### src/hw/rtl/lrs_pkg.sv
// shared constants and control types of the linear interpolation resampler
package lrs_pkg;

  localparam int MAX_RUN   = 64;
  localparam int RUN_W     = $clog2(MAX_RUN);
  localparam int SAMPLE_W  = 16;
  localparam int RATE_W    = 18;
  localparam int PHASE_W   = 22;
  localparam int FRAC_BITS = 16;
  localparam int ADDR_W    = 3;
  localparam int DATA_W    = 32;

  localparam int DIV_STAGES = PHASE_W;

  localparam logic [PHASE_W-1:0] ONE_Q16  = PHASE_W'(1 << FRAC_BITS);
  localparam logic [PHASE_W-1:0] STEP_MIN =
    PHASE_W'(((1 << FRAC_BITS) + MAX_RUN - 1) / MAX_RUN);
  localparam logic [PHASE_W-1:0] STEP_MAX = PHASE_W'(63 * (1 << FRAC_BITS));

  localparam logic [RATE_W-1:0] OUT_RATE_RESET = RATE_W'(44100);

  // register index codes, taken from paddr[2]
  localparam logic REG_SRC_RATE = 1'b0;
  localparam logic REG_OUT_RATE = 1'b1;

  typedef struct packed {
    logic take_bypass;
    logic take_prime;
    logic take_skip;
    logic take_run;
    logic emit;
  } lrs_cmd_t;

  typedef struct packed {
    logic have_prev;
    logic phase_ge_one;
    logic emit_last;
    logic out_full;
  } lrs_stat_t;

  typedef struct packed {
    logic               valid;
    logic [PHASE_W-1:0] step;
  } lrs_step_t;

endpackage

### src/hw/rtl/lrs_step_div.sv
// pipelined restoring divider for the q16 step, one quotient bit per stage
module lrs_step_div import lrs_pkg::*; (
  input  logic              clk_i,
  input  logic              rst_ni,
  input  logic              start_i,
  input  logic [RATE_W-1:0] src_rate_i,
  input  logic [RATE_W-1:0] out_rate_i,
  output logic              busy_o,
  output lrs_step_t         step_o
);

  localparam int SAT_SHIFT = PHASE_W - FRAC_BITS;

  typedef struct packed {
    logic               sat;
    logic [RATE_W-1:0]  rem;
    logic [PHASE_W-1:0] rest;
    logic [PHASE_W-1:0] quo;
    logic [RATE_W-1:0]  dvs;
  } div_stage_t;

  function automatic div_stage_t div_bit(div_stage_t s);
    div_stage_t      o;
    logic [RATE_W:0] t;
    o = s;
    t = {s.rem, s.rest[PHASE_W-1]};
    if (t >= {1'b0, s.dvs}) begin
      o.rem = RATE_W'(t - {1'b0, s.dvs});
      o.quo = {s.quo[PHASE_W-2:0], 1'b1};
    end else begin
      o.rem = t[RATE_W-1:0];
      o.quo = {s.quo[PHASE_W-2:0], 1'b0};
    end
    o.rest = {s.rest[PHASE_W-2:0], 1'b0};
    return o;
  endfunction

  div_stage_t                  head;
  div_stage_t                  st_q [DIV_STAGES];
  logic       [DIV_STAGES-1:0] valid_q;
  logic       [PHASE_W-1:0]    quo;

  // quotient of 2^22 or more saturates, as does a zero output rate
  always_comb begin
    head.sat  = (out_rate_i == '0) ||
                ({{SAT_SHIFT{1'b0}}, src_rate_i} >= {out_rate_i, {SAT_SHIFT{1'b0}}});
    head.rem  = RATE_W'(src_rate_i >> SAT_SHIFT);
    head.rest = PHASE_W'({src_rate_i, {FRAC_BITS{1'b0}}});
    head.quo  = '0;
    head.dvs  = out_rate_i;
  end

  always_ff @(posedge clk_i or negedge rst_ni) begin
    if (!rst_ni) begin
      valid_q <= '0;
    end else begin
      valid_q <= {valid_q[DIV_STAGES-2:0], start_i};
    end
  end

  always_ff @(posedge clk_i) begin
    st_q[0] <= div_bit(head);
    for (int i = 1; i < DIV_STAGES; i++) begin
      st_q[i] <= div_bit(st_q[i-1]);
    end
  end

  assign quo          = st_q[DIV_STAGES-1].quo;
  assign busy_o       = |valid_q;
  assign step_o.valid = valid_q[DIV_STAGES-1];
  assign step_o.step  = (st_q[DIV_STAGES-1].sat || (quo > STEP_MAX)) ? STEP_MAX :
                        (quo < STEP_MIN) ? STEP_MIN : quo;

  a_step_range: assert property (@(posedge clk_i) disable iff (!rst_ni)
    step_o.valid |-> (step_o.step >= STEP_MIN) && (step_o.step <= STEP_MAX))
    else $error("step out of range");

endmodule

### src/hw/rtl/lrs_datapath.sv
// phase accumulator, sample history, interpolation and output register
module lrs_datapath import lrs_pkg::*; (
  input  logic                       clk_i,
  input  logic                       rst_ni,
  input  logic signed [SAMPLE_W-1:0] sample_in_i,
  input  logic                       new_stream_i,
  input  logic                       chunk_end_i,
  input  lrs_cmd_t                   cmd_i,
  input  lrs_step_t                  step_res_i,
  input  logic                       out_stall_i,
  output lrs_stat_t                  stat_o,
  output logic                       out_valid_o,
  output logic signed [SAMPLE_W-1:0] sample_out_o,
  output logic                       last_of_run_o,
  output logic                       flush_mark_o
);

  logic                       have_prev_q;
  logic [PHASE_W-1:0]         phase_q;
  logic [PHASE_W-1:0]         step_q;
  logic [RUN_W-1:0]           n_q;
  logic signed [SAMPLE_W-1:0] prev_q;
  logic signed [SAMPLE_W-1:0] cur_q;
  logic                       cend_q;
  logic                       out_valid_q;
  logic signed [SAMPLE_W-1:0] sample_out_q;
  logic                       last_q;
  logic                       flush_q;

  logic [PHASE_W:0]           phase_sum;
  logic [PHASE_W-1:0]         phase_fin;
  logic                       emit_last;
  logic signed [SAMPLE_W:0]   delta;
  logic signed [SAMPLE_W:0]   ph_s;
  logic signed [2*SAMPLE_W+1:0] prod;
  logic signed [SAMPLE_W-1:0] lerp_val;
  logic                       commit;

  assign phase_sum = {1'b0, phase_q} + {1'b0, step_q};
  assign emit_last = (phase_sum >= {1'b0, ONE_Q16}) || (n_q == RUN_W'(MAX_RUN - 1));
  // phase after the last result of an input
  assign phase_fin = (phase_sum >= {1'b0, ONE_Q16}) ?
                     PHASE_W'(phase_sum - {1'b0, ONE_Q16}) : '0;

  // floor(delta * phase / 65536), result kept modulo 2^16
  assign delta    = {cur_q[SAMPLE_W-1], cur_q} - {prev_q[SAMPLE_W-1], prev_q};
  assign ph_s     = {1'b0, phase_q[FRAC_BITS-1:0]};
  assign prod     = delta * ph_s;
  assign lerp_val = prev_q + prod[FRAC_BITS+SAMPLE_W-1:FRAC_BITS];

  assign commit = step_res_i.valid && (step_res_i.step != step_q);

  always_ff @(posedge clk_i or negedge rst_ni) begin
    if (!rst_ni) begin
      have_prev_q <= 1'b0;
      phase_q     <= '0;
      step_q      <= '0;
      n_q         <= '0;
      out_valid_q <= 1'b0;
    end else begin
      if (commit) begin
        step_q      <= step_res_i.step;
        phase_q     <= '0;
        have_prev_q <= 1'b0;
      end
      if ((cmd_i.take_bypass || cmd_i.take_prime) && new_stream_i) begin
        phase_q <= '0;
      end
      if (cmd_i.take_bypass && new_stream_i) begin
        have_prev_q <= 1'b0;
      end
      if (cmd_i.take_prime) begin
        have_prev_q <= 1'b1;
      end
      if (cmd_i.take_skip) begin
        phase_q <= phase_q - ONE_Q16;
      end
      if (cmd_i.take_run) begin
        n_q <= '0;
      end
      if (cmd_i.emit) begin
        n_q     <= n_q + RUN_W'(1);
        phase_q <= emit_last ? phase_fin : phase_sum[PHASE_W-1:0];
      end
      if (cmd_i.take_bypass || cmd_i.emit) begin
        out_valid_q <= 1'b1;
      end else if (!out_stall_i) begin
        out_valid_q <= 1'b0;
      end
    end
  end

  always_ff @(posedge clk_i) begin
    if (cmd_i.take_prime || cmd_i.take_skip) begin
      prev_q <= sample_in_i;
    end
    if (cmd_i.take_run) begin
      cur_q  <= sample_in_i;
      cend_q <= chunk_end_i;
    end
    if (cmd_i.emit && emit_last) begin
      prev_q <= cur_q;
    end
    if (cmd_i.take_bypass) begin
      sample_out_q <= sample_in_i;
      last_q       <= 1'b1;
      flush_q      <= chunk_end_i;
    end else if (cmd_i.emit) begin
      sample_out_q <= lerp_val;
      last_q       <= emit_last;
      flush_q      <= emit_last && cend_q;
    end
  end

  assign stat_o.have_prev    = have_prev_q && !new_stream_i;
  assign stat_o.phase_ge_one = phase_q >= ONE_Q16;
  assign stat_o.emit_last    = emit_last;
  assign stat_o.out_full     = out_valid_q;

  assign out_valid_o   = out_valid_q;
  assign sample_out_o  = sample_out_q;
  assign last_of_run_o = last_q;
  assign flush_mark_o  = flush_q;

  a_emit_phase: assert property (@(posedge clk_i) disable iff (!rst_ni)
    cmd_i.emit |-> (phase_q < ONE_Q16) && have_prev_q)
    else $error("interpolation outside the unit interval");

  a_commit_idle: assert property (@(posedge clk_i) disable iff (!rst_ni)
    step_res_i.valid |-> !(cmd_i.take_bypass || cmd_i.take_prime ||
                           cmd_i.take_skip || cmd_i.take_run || cmd_i.emit))
    else $error("step update during a transaction");

  a_emit_slot: assert property (@(posedge clk_i) disable iff (!rst_ni)
    cmd_i.emit |-> !out_valid_q || !out_stall_i)
    else $error("output register overwritten");

endmodule

### src/hw/rtl/lrs_ctrl.sv
// controller: input acceptance and the per-result sequencing loop
module lrs_ctrl import lrs_pkg::*; (
  input  logic      clk_i,
  input  logic      rst_ni,
  input  logic      in_valid_i,
  input  logic      out_stall_i,
  input  logic      bypass_i,
  input  logic      cfg_busy_i,
  input  lrs_stat_t stat_i,
  output logic      in_stall_o,
  output lrs_cmd_t  cmd_o
);

  localparam logic ST_IDLE = 1'b0;
  localparam logic ST_RUN  = 1'b1;

  logic state_q;
  logic state_d;
  logic accept;
  logic can_load;

  assign in_stall_o = (state_q != ST_IDLE) || cfg_busy_i || (bypass_i && stat_i.out_full);
  assign accept     = in_valid_i && !in_stall_o;
  assign can_load   = !stat_i.out_full || !out_stall_i;

  always_comb begin
    cmd_o   = '0;
    state_d = state_q;
    case (state_q)
      ST_IDLE: begin
        if (accept) begin
          if (bypass_i) begin
            cmd_o.take_bypass = 1'b1;
          end else if (!stat_i.have_prev) begin
            cmd_o.take_prime = 1'b1;
          end else if (stat_i.phase_ge_one) begin
            cmd_o.take_skip = 1'b1;
          end else begin
            cmd_o.take_run = 1'b1;
            state_d        = ST_RUN;
          end
        end
      end
      ST_RUN: begin
        if (can_load) begin
          cmd_o.emit = 1'b1;
          if (stat_i.emit_last) begin
            state_d = ST_IDLE;
          end
        end
      end
      default: begin
        state_d = ST_IDLE;
      end
    endcase
  end

  always_ff @(posedge clk_i or negedge rst_ni) begin
    if (!rst_ni) begin
      state_q <= ST_IDLE;
    end else begin
      state_q <= state_d;
    end
  end

endmodule

### src/hw/rtl/linear_interp_resampler_unit.sv
// Linear interpolation resampler top level: apb registers, step divider, controller, datapath.
// Order: a pass-through result is registered at its input transaction; an interpolated one by
// the first emit after the load and the rest one per cycle while the output does not stall. An
// interpolating input gives N results (N up to 64, one lerp multiply each) and holds off input
// until its last. A register write stalls input in setup, access and the 22-stage step divider.
// Reset: source rate 0 (bypass), output rate 44100, step 0, phase cleared, history marked empty.
module linear_interp_resampler_unit import lrs_pkg::*; (
  input  logic                       clk_i,
  input  logic                       rst_ni,
  input  logic                       psel,
  input  logic                       penable,
  input  logic                       pwrite,
  input  logic [ADDR_W-1:0]          paddr,
  input  logic [DATA_W-1:0]          pwdata,
  output logic [DATA_W-1:0]          prdata,
  output logic                       pready,
  input  logic                       in_valid_i,
  output logic                       in_stall_o,
  input  logic signed [SAMPLE_W-1:0] sample_in_i,
  input  logic                       new_stream_i,
  input  logic                       chunk_end_i,
  output logic                       out_valid_o,
  input  logic                       out_stall_i,
  output logic signed [SAMPLE_W-1:0] sample_out_o,
  output logic                       last_of_run_o,
  output logic                       flush_mark_o
);

  logic [RATE_W-1:0] src_rate_q;
  logic [RATE_W-1:0] src_rate_d;
  logic [RATE_W-1:0] out_rate_q;
  logic [RATE_W-1:0] out_rate_d;
  logic              wr_en;
  logic              div_busy;
  logic              bypass;
  lrs_step_t         step_res;
  lrs_cmd_t          cmd;
  lrs_stat_t         stat;

  assign pready = 1'b1;
  assign wr_en  = psel && penable && pwrite;

  always_comb begin
    src_rate_d = src_rate_q;
    out_rate_d = out_rate_q;
    if (wr_en) begin
      case (paddr[2])
        REG_SRC_RATE: src_rate_d = pwdata[RATE_W-1:0];
        REG_OUT_RATE: out_rate_d = pwdata[RATE_W-1:0];
        default:      src_rate_d = src_rate_q;
      endcase
    end
  end

  always_ff @(posedge clk_i or negedge rst_ni) begin
    if (!rst_ni) begin
      src_rate_q <= '0;
      out_rate_q <= OUT_RATE_RESET;
    end else begin
      src_rate_q <= src_rate_d;
      out_rate_q <= out_rate_d;
    end
  end

  always_comb begin
    case (paddr[2])
      REG_SRC_RATE: prdata = DATA_W'(src_rate_q);
      REG_OUT_RATE: prdata = DATA_W'(out_rate_q);
      default:      prdata = '0;
    endcase
  end

  assign bypass = (src_rate_q == '0) || (src_rate_q == out_rate_q);

  lrs_step_div u_step_div (
    .clk_i      (clk_i),
    .rst_ni     (rst_ni),
    .start_i    (wr_en),
    .src_rate_i (src_rate_d),
    .out_rate_i (out_rate_d),
    .busy_o     (div_busy),
    .step_o     (step_res)
  );

  lrs_ctrl u_ctrl (
    .clk_i       (clk_i),
    .rst_ni      (rst_ni),
    .in_valid_i  (in_valid_i),
    .out_stall_i (out_stall_i),
    .bypass_i    (bypass),
    .cfg_busy_i  (div_busy || psel),
    .stat_i      (stat),
    .in_stall_o  (in_stall_o),
    .cmd_o       (cmd)
  );

  lrs_datapath u_datapath (
    .clk_i         (clk_i),
    .rst_ni        (rst_ni),
    .sample_in_i   (sample_in_i),
    .new_stream_i  (new_stream_i),
    .chunk_end_i   (chunk_end_i),
    .cmd_i         (cmd),
    .step_res_i    (step_res),
    .out_stall_i   (out_stall_i),
    .stat_o        (stat),
    .out_valid_o   (out_valid_o),
    .sample_out_o  (sample_out_o),
    .last_of_run_o (last_of_run_o),
    .flush_mark_o  (flush_mark_o)
  );

endmodule
### config.mk
export PLATFORM = sky130hd
export DESIGN_NAME = linear_interp_resampler_unit
export DESIGN_NICKNAME = d
export VERILOG_FILES = /design/src/hw/rtl/lrs_pkg.sv /design/src/hw/rtl/lrs_step_div.sv /design/src/hw/rtl/lrs_datapath.sv /design/src/hw/rtl/lrs_ctrl.sv /design/src/hw/rtl/linear_interp_resampler_unit.sv
export SDC_FILE = /design/constraint.sdc
export NUM_CORES = 2
export LEC_CHECK = 0
export BUFFER_PORTS_ARGS = -buffer_cell sky130_fd_sc_hd__buf_2
export CORE_ASPECT_RATIO = 0.6
export CORE_MARGIN = 3
export CORE_UTILIZATION = 40
export DETAILED_ROUTE_END_ITERATION = 7
export GPL_TIMING_DRIVEN = 0
export PLACE_DENSITY_LB_ADDON = 0.1
export SYNTH_ARGS = -nofsm -noshare
export SYNTH_HDL_FRONTEND = slang
export SYNTH_SLANG_ARGS = --single-unit
### constraint.sdc
create_clock -name clk_i -period 12.8 [get_ports clk_i]
set_clock_uncertainty 0.1 [all_clocks]
set_input_delay 0.64 -clock clk_i [delete_from_list [all_inputs] [get_ports clk_i]]
set_output_delay 0.64 -clock clk_i [all_outputs]
set_load 0.01 [all_outputs]
# Word-level counts from Yosys, hierarchy flattened
# Memory sizes are Yosys's and may differ from the RTL's.
# Index checks and enable logic that the tools add are counted.
# totals
output_inout_bits	53
mem_bits_rw	1760
mem_count	1
reg_bits	162
# memory_table
memory	words	width	read_ports	rd_ports_with_merged_regs	wr	line_no	source
u_step_div.st_q	22	80	22	0	22	lrs_step_div.sv:39	div_stage_t st_q [DIV_STAGES];
# classes
reduce_logical	33
n_addsub	28
n_eq_ne	4
n_mul	1
order_cmp	27
mux	86
bitwise_logic	2
# ops
op	count
18-bit two-way mux	26
19-bit by 18-bit >= comparator with 1-bit output	21
18-bit subtractor	21
22-bit two-way mux	8
16-bit two-way mux	4
32-bit case mux with 2 select lines	1
22-bit by 17-bit subtractor with 22-bit output, second input constant	2
1-bit two-way mux	40
18-bit logical NOT	2
17-bit by 17-bit multiplier with 32-bit output	1
18-bit by 24-bit >= comparator with 1-bit output	1
22-bit by 22-bit adder with 23-bit output	1
23-bit by 17-bit >= comparator with 1-bit output, second input constant	1
22-bit by 17-bit >= comparator with 1-bit output, second input constant	1
22-bit greater-than comparator, second input constant	1
22-bit by 11-bit < comparator with 1-bit output, second input constant	1
22-bit inequality test	1
22-bit OR reduction	1
18-bit equality test	1
13-bit by 18-bit >= comparator with 1-bit output	1
13-bit by 18-bit subtractor with 18-bit output	1
16-bit by 16-bit subtractor with 17-bit output	1
16-bit adder	1
6-bit two-way mux	2
14 further kinds	40

# Logic depth before layout (Yosys ltp)
# depth
ltp_word	13
depth_mapped	46
mapped_depth_nobuf	46

# Hierarchy
# Synthesis repeated with hierarchy kept, for this count alone.
# unflattened
hier_cells	6539
hier_area_um2	64291.7
# modules_own_cells
module	instances	cells_per_inst	seq_area_each_um2	area_per_inst_um2
lrs_step_div	1	4587	21490.6	45298.4
lrs_datapath	1	1791	2822.7	16967.5
linear_interp_resampler_unit	1	147	908.4	1920.6
lrs_ctrl	1	14	25.0	105.1

# Worst setup path after synthesis
# Ideal clock, no wire load.
# synth_timing
path_kind	reg-to-reg
start	register u_datapath.cur_q[0]
end	register u_datapath.sample_out_q[15], in the netlist u_datapath.sample_out_o[15], data pin
path_stages_with_launch	45
path_slack_ps	2775
setup_time_ps	152
synth_period_minus_slack_ps	10025
arrival_ps	9773
path_cell_list	edfxtp_1 inv_1 ha_1 fa_1 nor2b_1 o2111ai_1 nand3_1 o41ai_1 o211ai_1 a31oi_1 nor2b_1 o41ai_1 clkbuf_1 nand2_1 fa_1 fa_1 fa_1 inv_1 [... 9 more ...] a21boi_0 o21ai_0 nor2b_1 nor2b_1 o21a_1 nor2_1 xnor2_1 ha_1 and3_1 a31oi_1 o21ai_0 nand4_1 nand4b_1 a21oi_1 xnor2_1 nor3_1 or3_1 a31oi_1
# synth_via
elab_chain_len	5
# synth_lines
element	line_no	source
start: declaration	lrs_datapath.sv:23	logic signed [SAMPLE_W-1:0] cur_q;
start signal: assignment	lrs_datapath.sv:98	cur_q <= sample_in_i;
16-bit by 16-bit subtractor with 17-bit output	lrs_datapath.sv:46	assign delta = {cur_q[SAMPLE_W-1], cur_q} - {prev_q[SAMPLE_W-1], prev_q};
17-bit by 17-bit multiplier with 32-bit output	lrs_datapath.sv:48	assign prod = delta * ph_s;
16-bit adder	lrs_datapath.sv:49	assign lerp_val = prev_q + prod[FRAC_BITS+SAMPLE_W-1:FRAC_BITS];
16-bit two-way mux	lrs_datapath.sv:108	end else if (cmd_i.emit) begin
16-bit two-way mux	lrs_datapath.sv:104	if (cmd_i.take_bypass) begin
end signal: assignment	lrs_datapath.sv:105	sample_out_q <= sample_in_i;
end signal: assignment	lrs_datapath.sv:109	sample_out_q <= lerp_val;
end: declaration	lrs_datapath.sv:26	logic signed [SAMPLE_W-1:0] sample_out_q;
# Every way passes these cells. The select of a mux whose other input is x is not followed.
# A chain may end at the register's enable or synchronous reset.

# Worst setup path in the final report
# layout_timing
start	register u_datapath.prev_q[0]
end	register u_datapath.sample_out_q[15], in the netlist u_datapath.sample_out_o[15], data pin
# layout_via
elab_chain_len	5
# layout_lines
element	line_no	source
start: declaration	lrs_datapath.sv:22	logic signed [SAMPLE_W-1:0] prev_q;
start signal: assignment	lrs_datapath.sv:95	prev_q <= sample_in_i;
start signal: assignment	lrs_datapath.sv:102	prev_q <= cur_q;
16-bit by 16-bit subtractor with 17-bit output	lrs_datapath.sv:46	
17-bit by 17-bit multiplier with 32-bit output	lrs_datapath.sv:48	
16-bit adder *	lrs_datapath.sv:49	
16-bit two-way mux *	lrs_datapath.sv:108	
16-bit two-way mux *	lrs_datapath.sv:104	
# Every way passes the cells marked *; elsewhere a longest branch is shown, timed or not. The select of a mux whose other input is x is not followed.

==> out/metrics.yaml <==
routing:
  drtPass1Iterations: 6
  drtIter0Drc: 3824
  wl_per_cell_um: 18.81
  ant_nets: 0
  wl_um: 164700
  num_vias: 44570
  remaining_drc_errors: 0
  routed_via_density: 5.089
sta:
  layout_min_cycle_time_ns: 11.98
  grt_setup_unrepaired: "false"
  setup_viol: 0
  setup_tns_ns: 0
  final.period_utilization_pct: 93.59
  worst_pin_slew_ns: 1.217
  hold_viol_final: 0
  final-max-slew-violation-count: 0
  holdWs_ns: 0.1193
  relSlewSlack_pct: 18.89
  max_freq_ghz: 0.08348
yosys:
  synthArstFlopShare_pct: 9.189
  synth_edf_count: 50
  yosysUniqueCellTypes: 79
  yosys_most_used_dff: "dfxtp_1"
  yosysSeqAreaShare_pct: 40.27
  yosys_warnings: 0
  synthCells: 6394
  syn_area_mm2: 0.06270
  syn_area_per_cell_um2: 9.806
  synth.ff_latch_count: 1208
global_route:
  grt_first_pass_wirelength_um: 258900
  grtUsageTotal_pct: 20.50
  antenna_found_initial: 6
  met1_usage_pct: 35.67
  grt_use_met3_pct: 4.675
  grt_max_degree: 76
  top_usage_layer: "met1"
  use_met2_pct: 24.30
  overflow: 0
  grt_pass1_vias: 43080
critical_path:
  crit_required_ns: 13.27
  rr_worst_depth: 43
  slowest_delay_ns: 0.82
  worstPathMaxFanout: 10
  crit_path_start_kind: "register"
  cp-end-kind: "register"
  setup.worst_path.class: "register to register"
  crit_slowest_cell: "xnor2_1"
  worstPathArrival_ns: 12.45
  cpMostUsedCell: "fa_1"
cells_and_area:
  drive_gt1_share_pct: 9.215
  finish.instance_area_mm2: 0.07004
  fin_nets: 7515
  fillCellCount: 14710
  area_delta_synth_final_pct: 11.71
placed_design:
  portBuffers: 81
  place.gp.congestion: 0.8852
  dpl.hpwl_um: 132100
  placed_area_mm2: 0.06573
worst_hold_path:
  whs_path_depth: 2
  hold_path.class: "input port to register"
cts:
  path_clk_slew_ns: 0.07
  cts-root-buf: "clkbuf_16"
  h-tree-depth: 3
  clk_latency_ns: 0.76
  clockBufferDepth: 3
  numClockSinks: 1208
  numCtsBuffers: 113
  tritoncts: "built"
run:
  maxCapViolCount: 0
floorplan:
  ios: 113
  die_y_um: 312.7
  die_w_um: 517.1
  initial_utilization_pct: 40.67
  core_area_mm2: 0.1542
  rows: 111
  die_area_mm2: 0.1617
status:
  status: "complete, no violations"
-- placed cells by master, fill, tap and decap left out, types with 21 or more instances in the layout --
| cell type | instances |
|---|---|
| a21boi_0 | 31 |
| o21bai_1 | 28 |
| mux2_2 | 223 |
| a41oi_1 | 23 |
| nand2b_1 | 45 |
| nor2_1 | 381 |
| a31o_2 | 33 |
| edfxtp_1 | 50 |
| a221o_1 | 21 |
| a211oi_1 | 30 |
| nor2b_1 | 83 |
| nand2_1 | 405 |
| dfxtp_1 | 1047 |
| or2_2 | 38 |
| nor3_1 | 93 |
| a21o_1 | 127 |
| fa_1 | 289 |
| and3_1 | 42 |
| inv_1 | 876 |
| xnor2_1 | 249 |
| and4_1 | 37 |
| ha_1 | 544 |
| buf_2 | 86 |
| nor4_1 | 23 |
| a21oi_1 | 491 |
| o21ai_0 | 237 |
| clkbuf_1 | 119 |
| clkinv_2 | 22 |
| xor2_1 | 100 |
| nand4_1 | 57 |
| nand3_1 | 77 |
| clkbuf_16 | 117 |
| o21a_1 | 73 |
| o31ai_1 | 26 |
| dfrtp_1 | 105 |
| and2_1 | 122 |
| or3_1 | 41 |
-- final cells by class --
class                           instances  area [µm²]  share of cell area (%)
Multi-Input combinational cell       4189       33710                   48.14
Clock inverter                         70       927.1                   1.324
Buffer                                134       588.1                  0.8396
Timing Repair Buffer                  100       619.3                  0.8843
Clock buffer                          140        3094                   4.418
Antenna cell                            6       15.01                 0.02144
Tap cell                             2034        2545                   3.634
Sequential cell                      1208       25250                   36.05
Inverter                              876        3288                   4.695
-- final timing paths --
| check | startpoint | end | slack [ns] |
|---|---|---|---|
| max | u_datapath.prev_q[0] | u_datapath.sample_out_o[15] | 0.82 |
| min | pwdata[2] | u_step_div.st_q[0][58] | 0.12 |
| max reg2reg | u_datapath.prev_q[0] | u_datapath.sample_out_o[15] | 0.82 |
| min reg2reg | u_step_div.st_q[1][325] | u_step_div.st_q[1][405] | 0.17 |
| max in group asynchronous | rst_ni | u_step_div.valid_q[4] | 11.56 |
| min in group asynchronous | rst_ni | src_rate_q[11] | 0.23 |
-- sequential cells by signal, indices dropped and copies added (netlist names), 16 cells and up --
signal and cells:
u_datapath.phase_q 22, u_step_div.st_q 1046, src_rate_q 18, out_rate_q 18, u_datapath.step_q 22, u_datapath.prev_q 16, u_datapath.sample_out_o 16, u_datapath.cur_q 16
u_step_div.valid_q 22
-- synthesized netlist by cell type (15+ instances only) --
library cell,instances,area (µm²)
o41ai_1,16,140.1
a22o_1,18,157.7
o21a_1,73,548.0
a211oi_1,30,225.2
nand2b_1,45,281.5
fa_1,289,5786
o21bai_1,28,210.2
and2_1,122,763.2
nor4_1,23,143.9
mux2_2,223,2511
and3_1,42,262.8
dfxtp_1,1047,20960
dfrtp_1,105,2628
a41oi_1,23,201.4
a21oi_1,491,2457
a21boi_0,31,232.7
ha_1,544,6807
a221o_1,21,210.2
inv_1,876,3288
or2_2,38,237.7
a31oi_1,20,125.1
nor2b_1,83,519.3
a211o_1,17,148.9
clkbuf_1,109,409.1
nand4_1,57,356.6
a31o_2,33,289.0
or3_1,41,256.5
edfxtp_1,50,1501
nor3_1,93,465.5
xor2_1,102,893.4
xnor2_1,252,2207
and4_1,37,324.1
mux2i_1,20,200.2
nor2_1,381,1430
or4_1,15,112.6
buf_4,17,127.6
nand3_1,77,385.4
nand2_1,405,1520
o31ai_1,26,195.2
o21ai_0,237,1186
a21o_1,127,953.4
-- metrics by stage --
stage / setup slack (ns) / instances / util, %
6_report: 0.8209 / 8757 / 45.43
5_1_grt: 0.006581 / 8752 / 45.42
4_1_cts: 0.08927 / 8751 / 45.37
3_5_place_dp: -0.1208 / 8523 / 42.64
3_3_place_gp: -0.1407 / 8522 / 42.61
2_1_floorplan: 2.775 / 6407 / -
-- critical path: cells and delay by family (launching register included) --
kind	cells	cell delay, ns
adders and majority gates	10	4.26
AOI/OAI and AO/OA	12	2.41
and+or+nand+nor	13	2.40
xor gates and xnor gates	3	1.21
buffers and inverters	5	0.99
DFF	1	0.41
-- metal layers --
layer  share of wire, %  vias to the layer above
met1                 57                    21250
li1                   -                    21950
met5                  0                        -
met4                1.6                        0
met3                7.6                      161
met2                 34                     1204
-- logic make-up after synthesis --
logic type / share of synthesized area (%)
and+or+nand+nor: 11.77
AOI/OAI and AO/OA: 12.41
DFF: 40.27
buffers and inverters: 6.173
adders and majority gates: 20.08
xor gates and xnor gates: 4.945
muxes: 4.343
other: 0.01198
-- what timing repair did --
action / in CTS / in global routing
hold buffers: 18 / 0
hold endpoints to repair: 53 / 0
resized for setup: 1 / 18
pin swaps: 0 / 0
setup buffers: 0 / 0
endpoints found under the setup margin: 1 / 3
Power is left out: the tool's default activity adds up to more than one toggle a clock period on the data nets, which glitch-free logic cannot reach.
